==> config.mk <==
export PLATFORM = sky130hd
export DESIGN_NAME = weight_limited_fifo
export DESIGN_NICKNAME = d
export VERILOG_FILES = /design/src/hw/rtl/wlf_pkg.sv /design/src/hw/rtl/wlf_slot_ram.sv /design/src/hw/rtl/weight_limited_fifo.sv
export SDC_FILE = /design/constraint.sdc
export NUM_CORES = 2
export LEC_CHECK = 0
export ABC_AREA = 0
export BUFFER_PORTS_ARGS = -buffer_cell sky130_fd_sc_hd__clkbuf_2
export CAP_MARGIN = 25
export CORE_MARGIN = 2
export CORE_UTILIZATION = 35
export CTS_BUF_LIST = sky130_fd_sc_hd__clkbuf_16
export DETAILED_ROUTE_END_ITERATION = 10
export PLACE_DENSITY_LB_ADDON = 0.3
export SETUP_SLACK_MARGIN = 0.02
export SLEW_MARGIN = 20
export SYNTH_ARGS = -nofsm -noshare
export SYNTH_HDL_FRONTEND = slang
export SYNTH_HIERARCHICAL = 1
export SYNTH_SLANG_ARGS = --single-unit
==> constraint.sdc <==
create_clock -name clk -period 17.59 [get_ports clk]
set_input_delay 3.518 -clock clk [delete_from_list [all_inputs] [get_ports clk]]
set_output_delay 3.518 -clock clk [all_outputs]
set_load 0.01 [all_outputs]
==> src/hw/rtl/wlf_pkg.sv <==
`timescale 1ns / 1ps
// ----------------------------------------------------------------------------
// wlf_pkg
// Types, field widths, status codes and register indexes shared by the
// weight limited fifo and its slot memory.
// ----------------------------------------------------------------------------
package wlf_pkg;

  // field widths
  localparam int MASS_W     = 12;
  localparam int OWNER_W    = 22;
  localparam int STAMP_W    = 64;
  localparam int LOAD_W     = 16;
  localparam int SUM_W      = 16;
  localparam int CNT_W      = 5;
  localparam int STATUS_W   = 3;
  localparam int CFG_IDX_W  = 1;
  localparam int CFG_DATA_W = 16;

  // default slot count
  localparam int DEPTH_DEFAULT = 16;

  // status codes
  localparam logic [STATUS_W-1:0] ST_PUT_OK     = 3'd0;
  localparam logic [STATUS_W-1:0] ST_PUT_REJ    = 3'd1;
  localparam logic [STATUS_W-1:0] ST_TAKE_EMPTY = 3'd2;
  localparam logic [STATUS_W-1:0] ST_TAKE_HEAVY = 3'd3;
  localparam logic [STATUS_W-1:0] ST_TAKE_OK    = 3'd4;

  // command function codes
  localparam logic FUNC_PUT  = 1'b0;
  localparam logic FUNC_TAKE = 1'b1;

  // register indexes
  localparam logic [CFG_IDX_W-1:0] REG_MAX_TOTAL_MASS = 1'd0;
  localparam logic [CFG_IDX_W-1:0] REG_MAX_ENTRIES    = 1'd1;

  // register reset values
  localparam logic [SUM_W-1:0] MAX_TOTAL_MASS_RST = 16'hFFFF;
  localparam logic [CNT_W-1:0] MAX_ENTRIES_RST    = 5'd16;

  // command item
  typedef struct packed {
    logic                func;
    logic [MASS_W-1:0]   item_mass;
    logic [OWNER_W-1:0]  owner_id;
    logic [STAMP_W-1:0]  stamp;
    logic [LOAD_W-1:0]   carrier_capacity;
    logic [LOAD_W-1:0]   carrier_load;
  } cmd_t;

  // result item
  typedef struct packed {
    logic [STATUS_W-1:0] status;
    logic [MASS_W-1:0]   out_mass;
    logic [OWNER_W-1:0]  out_owner;
    logic [STAMP_W-1:0]  out_stamp;
    logic [CNT_W-1:0]    held_count;
    logic [SUM_W-1:0]    held_mass;
  } result_t;

  // one stored package
  typedef struct packed {
    logic [MASS_W-1:0]  mass;
    logic [OWNER_W-1:0] owner;
    logic [STAMP_W-1:0] stamp;
  } slot_t;

endpackage

==> src/hw/rtl/wlf_slot_ram.sv <==
`timescale 1ns / 1ps
// ----------------------------------------------------------------------------
// wlf_slot_ram
// Simple dual port slot memory: one write port, one read port with
// registered read data.
// ----------------------------------------------------------------------------
module wlf_slot_ram #(
  parameter int DEPTH = wlf_pkg::DEPTH_DEFAULT,
  parameter int AW    = $clog2(DEPTH),
  parameter int DW    = $bits(wlf_pkg::slot_t)
) (
  input  logic          clk,
  input  logic          we,
  input  logic [AW-1:0] waddr,
  input  logic [DW-1:0] wdata,
  input  logic          re,
  input  logic [AW-1:0] raddr,
  output logic [DW-1:0] rdata
);

  logic [DW-1:0] mem [DEPTH];

  // write port
  always_ff @(posedge clk) begin
    if (we) begin
      mem[waddr] <= wdata;
    end
  end

  // registered read port
  always_ff @(posedge clk) begin
    if (re) begin
      rdata <= mem[raddr];
    end
  end

endmodule

==> src/hw/rtl/weight_limited_fifo.sv <==
`timescale 1ns / 1ps
// ----------------------------------------------------------------------------
// weight_limited_fifo
// Ring-buffer FIFO of packages bounded by an entry limit and a total mass
// limit; a take pops the head only if it fits the taker's spare capacity.
//
// channel   direction  handshake               payload
// command   in         start & !busy           cmd (wlf_pkg::cmd_t)
// result    out        done, one cycle         result (wlf_pkg::result_t)
// config    in         cfg_we                  cfg_index, cfg_data
//
// A put's result shows the cycle after the transfer and busy stays low,
// so a new command may follow at once.
// A take reads the head slot from the slot memory at the transfer edge;
// busy is high in the take state, where that read data is checked.
// Synchronous reset empties the queue and loads the register defaults;
// slot contents are not cleared. The receiver cannot stall the result.
// ----------------------------------------------------------------------------
module weight_limited_fifo #(
  parameter int DEPTH = wlf_pkg::DEPTH_DEFAULT
) (
  input  logic                                clk,
  input  logic                                rst,
  input  logic                                start,
  output logic                                busy,
  input  wlf_pkg::cmd_t                       cmd,
  output logic                                done,
  output wlf_pkg::result_t                    result,
  input  logic                                cfg_we,
  input  logic [wlf_pkg::CFG_IDX_W-1:0]       cfg_index,
  input  logic [wlf_pkg::CFG_DATA_W-1:0]      cfg_data
);

  localparam int PW = $clog2(DEPTH);
  localparam int SW = (PW + 1 > wlf_pkg::CNT_W) ? PW + 1 : wlf_pkg::CNT_W;
  localparam int DW = $bits(wlf_pkg::slot_t);

  // sequencer states
  localparam logic [0:0] S_IDLE = 1'b0;
  localparam logic [0:0] S_TAKE = 1'b1;

  logic [0:0]                    state, state_next;
  logic [PW-1:0]                 head_ptr, head_ptr_next;
  logic [wlf_pkg::CNT_W-1:0]     entry_count, entry_count_next;
  logic [wlf_pkg::SUM_W-1:0]     mass_sum, mass_sum_next;
  logic [wlf_pkg::SUM_W-1:0]     max_total_mass;
  logic [wlf_pkg::CNT_W-1:0]     max_entries;
  logic [wlf_pkg::LOAD_W-1:0]    take_cap;
  logic [wlf_pkg::LOAD_W-1:0]    take_load;
  logic                          done_next;
  wlf_pkg::result_t              result_next;

  logic                          accept;
  logic                          put_full;
  logic                          put_heavy;
  logic                          put_reject;
  logic [SW-1:0]                 tail_sum;
  logic [PW-1:0]                 tail_ptr;
  logic                          mem_we;
  logic                          mem_re;
  wlf_pkg::slot_t                wr_slot;
  wlf_pkg::slot_t                rd_slot;
  logic [DW-1:0]                 rd_bits;
  logic [wlf_pkg::SUM_W:0]       take_need;

  assign accept = start && !busy;
  assign busy   = (state == S_TAKE);

  // tail = (head + count) mod depth, sum stays below twice the depth
  assign tail_sum = SW'(head_ptr) + SW'(entry_count);
  assign tail_ptr = (tail_sum >= SW'(DEPTH)) ? PW'(tail_sum - SW'(DEPTH)) : PW'(tail_sum);

  // put admission checks
  assign put_full   = (entry_count >= max_entries) || (32'(entry_count) >= 32'(DEPTH));
  assign put_heavy  = ({1'b0, mass_sum} + (wlf_pkg::SUM_W + 1)'(cmd.item_mass))
                      > {1'b0, max_total_mass};
  assign put_reject = (cmd.item_mass == '0) || put_full || put_heavy;

  // slot memory ports
  assign mem_we        = accept && (cmd.func == wlf_pkg::FUNC_PUT) && !put_reject;
  assign mem_re        = accept && (cmd.func == wlf_pkg::FUNC_TAKE);
  assign wr_slot.mass  = cmd.item_mass;
  assign wr_slot.owner = cmd.owner_id;
  assign wr_slot.stamp = cmd.stamp;
  assign rd_slot       = wlf_pkg::slot_t'(rd_bits);

  wlf_slot_ram #(
    .DEPTH (DEPTH),
    .AW    (PW),
    .DW    (DW)
  ) u_slot_ram (
    .clk   (clk),
    .we    (mem_we),
    .waddr (tail_ptr),
    .wdata (DW'(wr_slot)),
    .re    (mem_re),
    .raddr (head_ptr),
    .rdata (rd_bits)
  );

  // head mass plus current load, full width
  assign take_need = (wlf_pkg::SUM_W + 1)'(rd_slot.mass) + (wlf_pkg::SUM_W + 1)'(take_load);

  // sequencer and queue state update
  always_comb begin
    state_next       = state;
    head_ptr_next    = head_ptr;
    entry_count_next = entry_count;
    mass_sum_next    = mass_sum;
    done_next        = 1'b0;
    result_next      = '0;
    unique case (state)
      S_IDLE: begin
        if (accept) begin
          if (cmd.func == wlf_pkg::FUNC_PUT) begin
            done_next = 1'b1;
            if (put_reject) begin
              result_next.status = wlf_pkg::ST_PUT_REJ;
            end else begin
              result_next.status = wlf_pkg::ST_PUT_OK;
              entry_count_next   = entry_count + 1'b1;
              mass_sum_next      = mass_sum + wlf_pkg::SUM_W'(cmd.item_mass);
            end
          end else begin
            state_next = S_TAKE;
          end
        end
      end
      S_TAKE: begin
        state_next = S_IDLE;
        done_next  = 1'b1;
        if (entry_count == '0) begin
          result_next.status = wlf_pkg::ST_TAKE_EMPTY;
        end else if (take_need > {1'b0, take_cap}) begin
          result_next.status = wlf_pkg::ST_TAKE_HEAVY;
        end else begin
          result_next.status    = wlf_pkg::ST_TAKE_OK;
          result_next.out_mass  = rd_slot.mass;
          result_next.out_owner = rd_slot.owner;
          result_next.out_stamp = rd_slot.stamp;
          head_ptr_next    = (head_ptr == PW'(DEPTH - 1)) ? '0 : head_ptr + 1'b1;
          entry_count_next = entry_count - 1'b1;
          mass_sum_next    = (wlf_pkg::SUM_W'(rd_slot.mass) <= mass_sum)
                             ? mass_sum - wlf_pkg::SUM_W'(rd_slot.mass) : '0;
        end
      end
      default: begin
        state_next = S_IDLE;
      end
    endcase
    result_next.held_count = entry_count_next;
    result_next.held_mass  = mass_sum_next;
  end

  // control registers
  always_ff @(posedge clk) begin
    if (rst) begin
      state       <= S_IDLE;
      head_ptr    <= '0;
      entry_count <= '0;
      mass_sum    <= '0;
      done        <= 1'b0;
    end else begin
      state       <= state_next;
      head_ptr    <= head_ptr_next;
      entry_count <= entry_count_next;
      mass_sum    <= mass_sum_next;
      done        <= done_next;
    end
  end

  // result and take operand registers
  always_ff @(posedge clk) begin
    result <= result_next;
    if (mem_re) begin
      take_cap  <= cmd.carrier_capacity;
      take_load <= cmd.carrier_load;
    end
  end

  // configuration registers
  always_ff @(posedge clk) begin
    if (rst) begin
      max_total_mass <= wlf_pkg::MAX_TOTAL_MASS_RST;
      max_entries    <= wlf_pkg::MAX_ENTRIES_RST;
    end else if (cfg_we) begin
      unique case (cfg_index)
        wlf_pkg::REG_MAX_TOTAL_MASS: max_total_mass <= cfg_data;
        wlf_pkg::REG_MAX_ENTRIES:    max_entries    <= cfg_data[wlf_pkg::CNT_W-1:0];
        default: begin
        end
      endcase
    end
  end

`ifndef SYNTH
  // busy only follows an accepted take
  a_busy_after_take: assert property (@(posedge clk) disable iff (rst)
    busy |-> $past(start && !busy && (cmd.func == wlf_pkg::FUNC_TAKE)))
    else $error("busy without a take transfer");

  // a take result always comes out of the memory read cycle
  a_take_ok_after_read: assert property (@(posedge clk) disable iff (rst)
    (done && (result.status == wlf_pkg::ST_TAKE_OK)) |-> $past(busy))
    else $error("take result without a head read");

  // an accepted put grows the count by one
  a_put_ok_count: assert property (@(posedge clk) disable iff (rst)
    (done && (result.status == wlf_pkg::ST_PUT_OK))
      |-> (entry_count == wlf_pkg::CNT_W'($past(entry_count) + 1'b1)))
    else $error("put ok without count increment");

  // a popped head releases one entry
  a_take_ok_count: assert property (@(posedge clk) disable iff (rst)
    (done && (result.status == wlf_pkg::ST_TAKE_OK))
      |-> (entry_count == wlf_pkg::CNT_W'($past(entry_count) - 1'b1)))
    else $error("take ok without count decrement");
`endif

endmodule

======== Word level (Yosys, flattened, before mapping) ========
Memories as Yosys holds them, arrays and structs flattened. A register that Yosys moved wholly into a read port is not among the register bits.
Index checks and enable logic that the tools add are counted.
storage, ports and cells
  register bits after elaboration ......... 202
  memory bits (writable) .................. 1568
  bits of input ports ..................... 152
  output and inout port bits .............. 124
  word-level logic and storage cells ...... 81
  memories kept ........................... 1
memory list
  name            words  width  rd ports  clocked after memory_dff  write ports  RTL line            text
  u_slot_ram.mem  16     98     1         1                         1            wlf_slot_ram.sv:21  logic [DW-1:0] mem [DEPTH];
operators by class
  $add $sub $neg .......................... 9
  $lt $le $gt $ge ......................... 6
  eq/ne operators ......................... 1
  multiplexer cells ....................... 29
  bitwise operators ....................... 5
  reduce and logical (&&, ||, !) cells .... 15
operators with widths
  operator                                                            count
  16-bit 2-to-1 mux                                                   6
  17-bit by 16-bit greater-than comparator with 1-bit output          2
  16-bit one-hot mux with 2 select lines                              1
  5-bit 2-to-1 mux                                                    5
  12-bit by 16-bit adder with 17-bit output                           1
  16-bit by 12-bit adder with 17-bit output                           1
  16-bit by 12-bit adder with 16-bit output                           1
  12-bit by 16-bit <= comparator with 1-bit output                    1
  16-bit by 12-bit subtractor with 16-bit output                      1
  12-bit zero test                                                    1
  5-bit greater-or-equal comparator, second input constant            2
  5-bit one-hot mux with 2 select lines                               1
  1-bit 2-to-1 mux                                                    9
  4-bit 2-to-1 mux                                                    2
  3-bit 2-to-1 mux                                                    2
  3-bit one-hot mux with 2 select lines                               1
  4-bit by 5-bit adder with 5-bit output                              1
  5-bit by 1-bit adder with 5-bit output, second input constant       1
  5-bit greater-or-equal comparator                                   1
  5-bit zero test                                                     1
  1-bit NOT                                                           5
  5-bit by 1-bit subtractor with 5-bit output, second input constant  1
  4-bit by 1-bit adder with 4-bit output, second input constant       1
  4-bit equality test, second input constant                          1
  other kinds (8)                                                     16

======== Depth between registers and ports, before layout ========
  word-level depth ........................ 8
  gate-level depth with buffers ........... 20
  depth with buffers taken out ............ 18

======== Modules after synthesis ========
Netlist, hierarchy kept.
modules (own cells, without submodules)
  module               times used  cells an instance  area an instance (sq um)  seq. area each (sq um)
  wlf_slot_ram         1           2510               61499.0                   50028.0
  weight_limited_fifo  1           993                9501.6                    4364.2

======== Worst setup path after synthesis ========
No wires, ideal clock.
  path kind ............................... input-to-reg
  start point ............................. input cmd[118] (netlist name)
  end point ............................... memory u_slot_ram/mem[0][0] (netlist name), enable pin
  library setup time ...................... 675 ps
  data arrival time ....................... 14044 ps
  data required time ...................... 16915 ps
  setup slack ............................. 2871 ps
  cell stages on the path ................. 16
  buffers on the path ..................... 0
  cell sequence ........................... ha_1 -> fa_1 -> a211oi_1 -> o21ai_0 -> a2111oi_0 -> nor3_1 -> nand3_1 -> xnor2_1 -> ha_1 -> a2111oi_0 -> o21ai_0 -> o31ai_4 -> nand3_2 -> inv_2 -> or3b_2 -> nor3_1
on the way
  cells in the longest elaborated chain, start to end .. 7
  elaborated cells on any way between the ends .. 9
  classes of those cells .................. add/sub: 1; order compare: 1; mux: 2; reduce/logical: 5
RTL lines
  element                                                                                                RTL line                                              text
  from (decl)                                                                                            weight_limited_fifo.sv:26                             input wlf_pkg::cmd_t cmd,
  16-bit by 12-bit adder with 17-bit output / 12-bit zero test (equally long branches)                   weight_limited_fifo.sv:75, weight_limited_fifo.sv:77
  17-bit by 16-bit greater-than comparator with 1-bit output / 1-bit logical OR (equally long branches)  weight_limited_fifo.sv:76, weight_limited_fifo.sv:77
  1-bit logical OR *                                                                                     weight_limited_fifo.sv:77                             assign put_reject = (cmd.item_mass == '0) || put_full || put_heavy;
  1-bit zero test *                                                                                      weight_limited_fifo.sv:80                             assign mem_we = accept && (cmd.func == wlf_pkg::FUNC_PUT) && !put_reject;
  1-bit logical AND *                                                                                    weight_limited_fifo.sv:80
  via mem_we                                                                                             weight_limited_fifo.sv:59                             logic mem_we;
  1-bit 2-to-1 mux *                                                                                     wlf_slot_ram.sv:25                                    if (we) begin
  1-bit 2-to-1 mux (not written as such) *                                                               wlf_slot_ram.sv:26                                    mem[waddr] <= wdata;
  to (decl)                                                                                              wlf_slot_ram.sv:21
Mark *: on every way through the listed nets, which the timed path passes. The rest lies on a longest branch.

======== Worst setup path after layout ========
  start point ............................. input cmd[118] (netlist name)
  end point ............................... memory u_slot_ram/mem[2][82] (netlist name), enable pin
The elaborated chain is that of the path after synthesis.

==> metrics.yaml <==
status: "complete, no violations"
dr.pass1.iters: 6
min_period_ns: 10.91
antenna_found_initial: 34
fin_crit_sh: 0.6205
place_area_um2: 75600
min-delay-start: "max_entries[2]$_SDFFE_PP0P_"
power.total_mw: 9.209
fp.dieW_um: 454.4
drive_above_1_share: 0.2590
wirelength_um: 172300
fin_setup_tns_ns: 0
place.gp.congestion: 0.7922
power_density_nw_per_um2: 112.7
ys_seq_elements: 1868
combinationalPowerShare: 0.043
area_growth_pct: 15.09
max_freq_mhz: 91.62
worst-path-buf-inv: 4
slowest_delay_ns: 0.86
rsz0062_at_grt: "false"
cts-root-buf: "clkbuf_16"
crit_path_start_kind: "primary input"
slew_violations: 0
synth_top_flop_cell: "edfxtp_1"
holdBufCountCts: 0
end_kind: "register"
final_common_cell: "edfxtp_1"
worstMarginPinSlew_ns: 1.042
path_clk_slew_ns: 0.06
path_cells: "clkbuf_2 -> ha_1 -> fa_1 -> a211oi_1 -> o21ai_0 -> a2111oi_0 -> nor3_1 -> nand3_1 -> xnor2_1 -> ha_1 -> a2111oi_0 -> o21ai_0 -> o31ai_4 -> nand3_2 -> inv_2 -> or3b_2 -> nor2_4 -> buf_4 -> buf_4"
use_met2: 0.2704
hold_path_class: "reg -> reg"
final_cells: 6704
core_um2: 201900
drv_cap: 0
grt_use_total: 0.1657
die_h_um: 454.4
timing.rr.start: "mass_sum[0]$_SDFF_PP0_"
p_sw_mw: 1.992
synth-edff-count: 1698
crit_path_max_fanout: 50
internal-power_mw: 7.217
cpLargestDelayFamily: "compound AO/OA/AOI/OAI gates"
vias: 35398
post-cts-setup-buffer-count: 0
yosysTopAreaCell: "edfxtp_1"
syn_avg_cell_area_um2: 20.27
async_flop_share: 0
initial_utilization: 0.3517
yosysUniqueCellTypes: 70
maxSlewHeadroom: 0.3050
regArea_um2: 54400
die_area_um2: 206500
design.portCount: 276
drt.antenna.violating_nets: 0
p_seq_frac: 0.536
cts_inserted_buffers: 189
busiest_layer: "met2"
nets: 4098
vias_per_cell: 5.280
power.clock.fraction: 0.421
setup_viol: 0
rows: 165
crit_cells: 19
use_met3: 0.03250
syn_nets: 3738
nFillCells: 17964
ir_drop_mv: 0.08538
fin_util: 0.4047
rr_worst_depth: 18
swShare: 0.2163
postLayoutCellArea_um2: 81720
multi_input_area_um2: 15630
netlist_area_um2: 71000
yosysTopAreaCellShare: 0.7181
grt_max_degree: 142
holdPathStages: 2
fin_skew_ns: 0.04345
clk_latency_ns: 0.83
cp.required_ns: 18.00
port_buffers: 275
dp_hpwl_um: 96060
whs_ns: 0.4626
crit_start: "cmd[118]"
gr-usage-met1: 0.2272
synth_area_leaders: "edfxtp_1, mux4_2, dfxtp_1"
cts_resized: 0
dp.cells: 6341
drc: 0
fin_ws_ns: 6.675
critPathSlowestCell: "buf_4"
grt_pass1_wl_um: 251400
h-tree-depth: 4
hold_viol: 0
grt_pass1_vias: 36556
overflow: 0
mostFrequentLayoutCells: "edfxtp_1, mux4_2, clkbuf_2"
first_iter_violations: 3330
postSynthCellCount: 3503
cts.sinks: 1868
synth-seq-area-share: 0.7661
clock_path_buffers: 3
cts_tree: "built"
path_class: "in -> reg"
pre_cts_slack_ns: 5.878
avgRoutedWirePerCell_um: 25.71
cp.arrival_ns: 11.32
p_leak_nw: 26.73
yosysWarnings: 6
[power by group through the flow]
| stage | Sequential, mW | Combinational, mW | Clock (mW) |
|---|---|---|---|
| after global placement | 5.03 | 0.399 | 0 |
| after floorplan | 5.03 | 0.226 | 0 |
| after global routing | 4.94 | 0.441 | 4.14 |
| after detailed placement | 5.03 | 0.405 | 0 |
| after CTS | 4.94 | 0.406 | 3.97 |
| final | 4.94 | 0.399 | 3.88 |
[tightest hold or removal path, cell delays in order (launching register included)]
cell and delay [ns]:
dfxtp_1 0.31, nand2_1 0.05, a21oi_1 0.06
[cells by family after synthesis]
| group | synth area share |
|---|---|
| simple gates | 0.03269 |
| compound gates | 0.03902 |
| flops | 0.7661 |
| mux | 0.1259 |
| fa+ha+maj | 0.01505 |
| xor+xnor | 0.005181 |
| buf+inv | 0.01605 |
[cells in the mapped netlist (all sizes together), types with 54 or more instances]
master  instances
dfxtp         170
nor2           59
inv            73
mux4          392
edfxtp       1698
and3           91
clkbuf         82
nand3          54
a22oi         198
buf            97
ha             79
nand2         156
[flip-flops by register name, summed over array words and instances, names as in the netlist]
register / flops
mass_sum: 16
head_ptr: 4
u_slot_ram/mem: 1568
result: 122
max_entries: 5
take_load: 16
u_slot_ram/rdata: 98
take_cap: 16
max_total_mass: 16
busy: 1
done: 1
entry_count: 5
[final cells by class]
type | instances | share of cell area
Clock inverter | 163 | 0.01493
Inverter | 73 | 0.003353
Multi-Input combinational cell | 1383 | 0.1913
Sequential cell | 1868 | 0.6657
Tap cell | 2672 | 0.04091
Antenna cell | 5 | 0.0001531
Timing Repair Buffer | 348 | 0.02490
Clock buffer | 192 | 0.05880
[metal layers]
metal	share of wire	vias up
li1	-	15195
met1	0.43	18789
met2	0.49	1128
met3	0.063	264
met4	0.020	22
met5	0.00070	-
[path summary, 6_finish.rpt]
kind	endpoint	slack (ns)
max	u_slot_ram/mem[2][82]$_DFFE_PP_	6.68
min reg2reg	max_entries[2]$_SDFFE_PP0P_	0.46
min	max_entries[2]$_SDFFE_PP0P_	0.46
max reg2reg	u_slot_ram/mem[2][82]$_DFFE_PP_	9.51
Power figures use the tool's default switching activity.
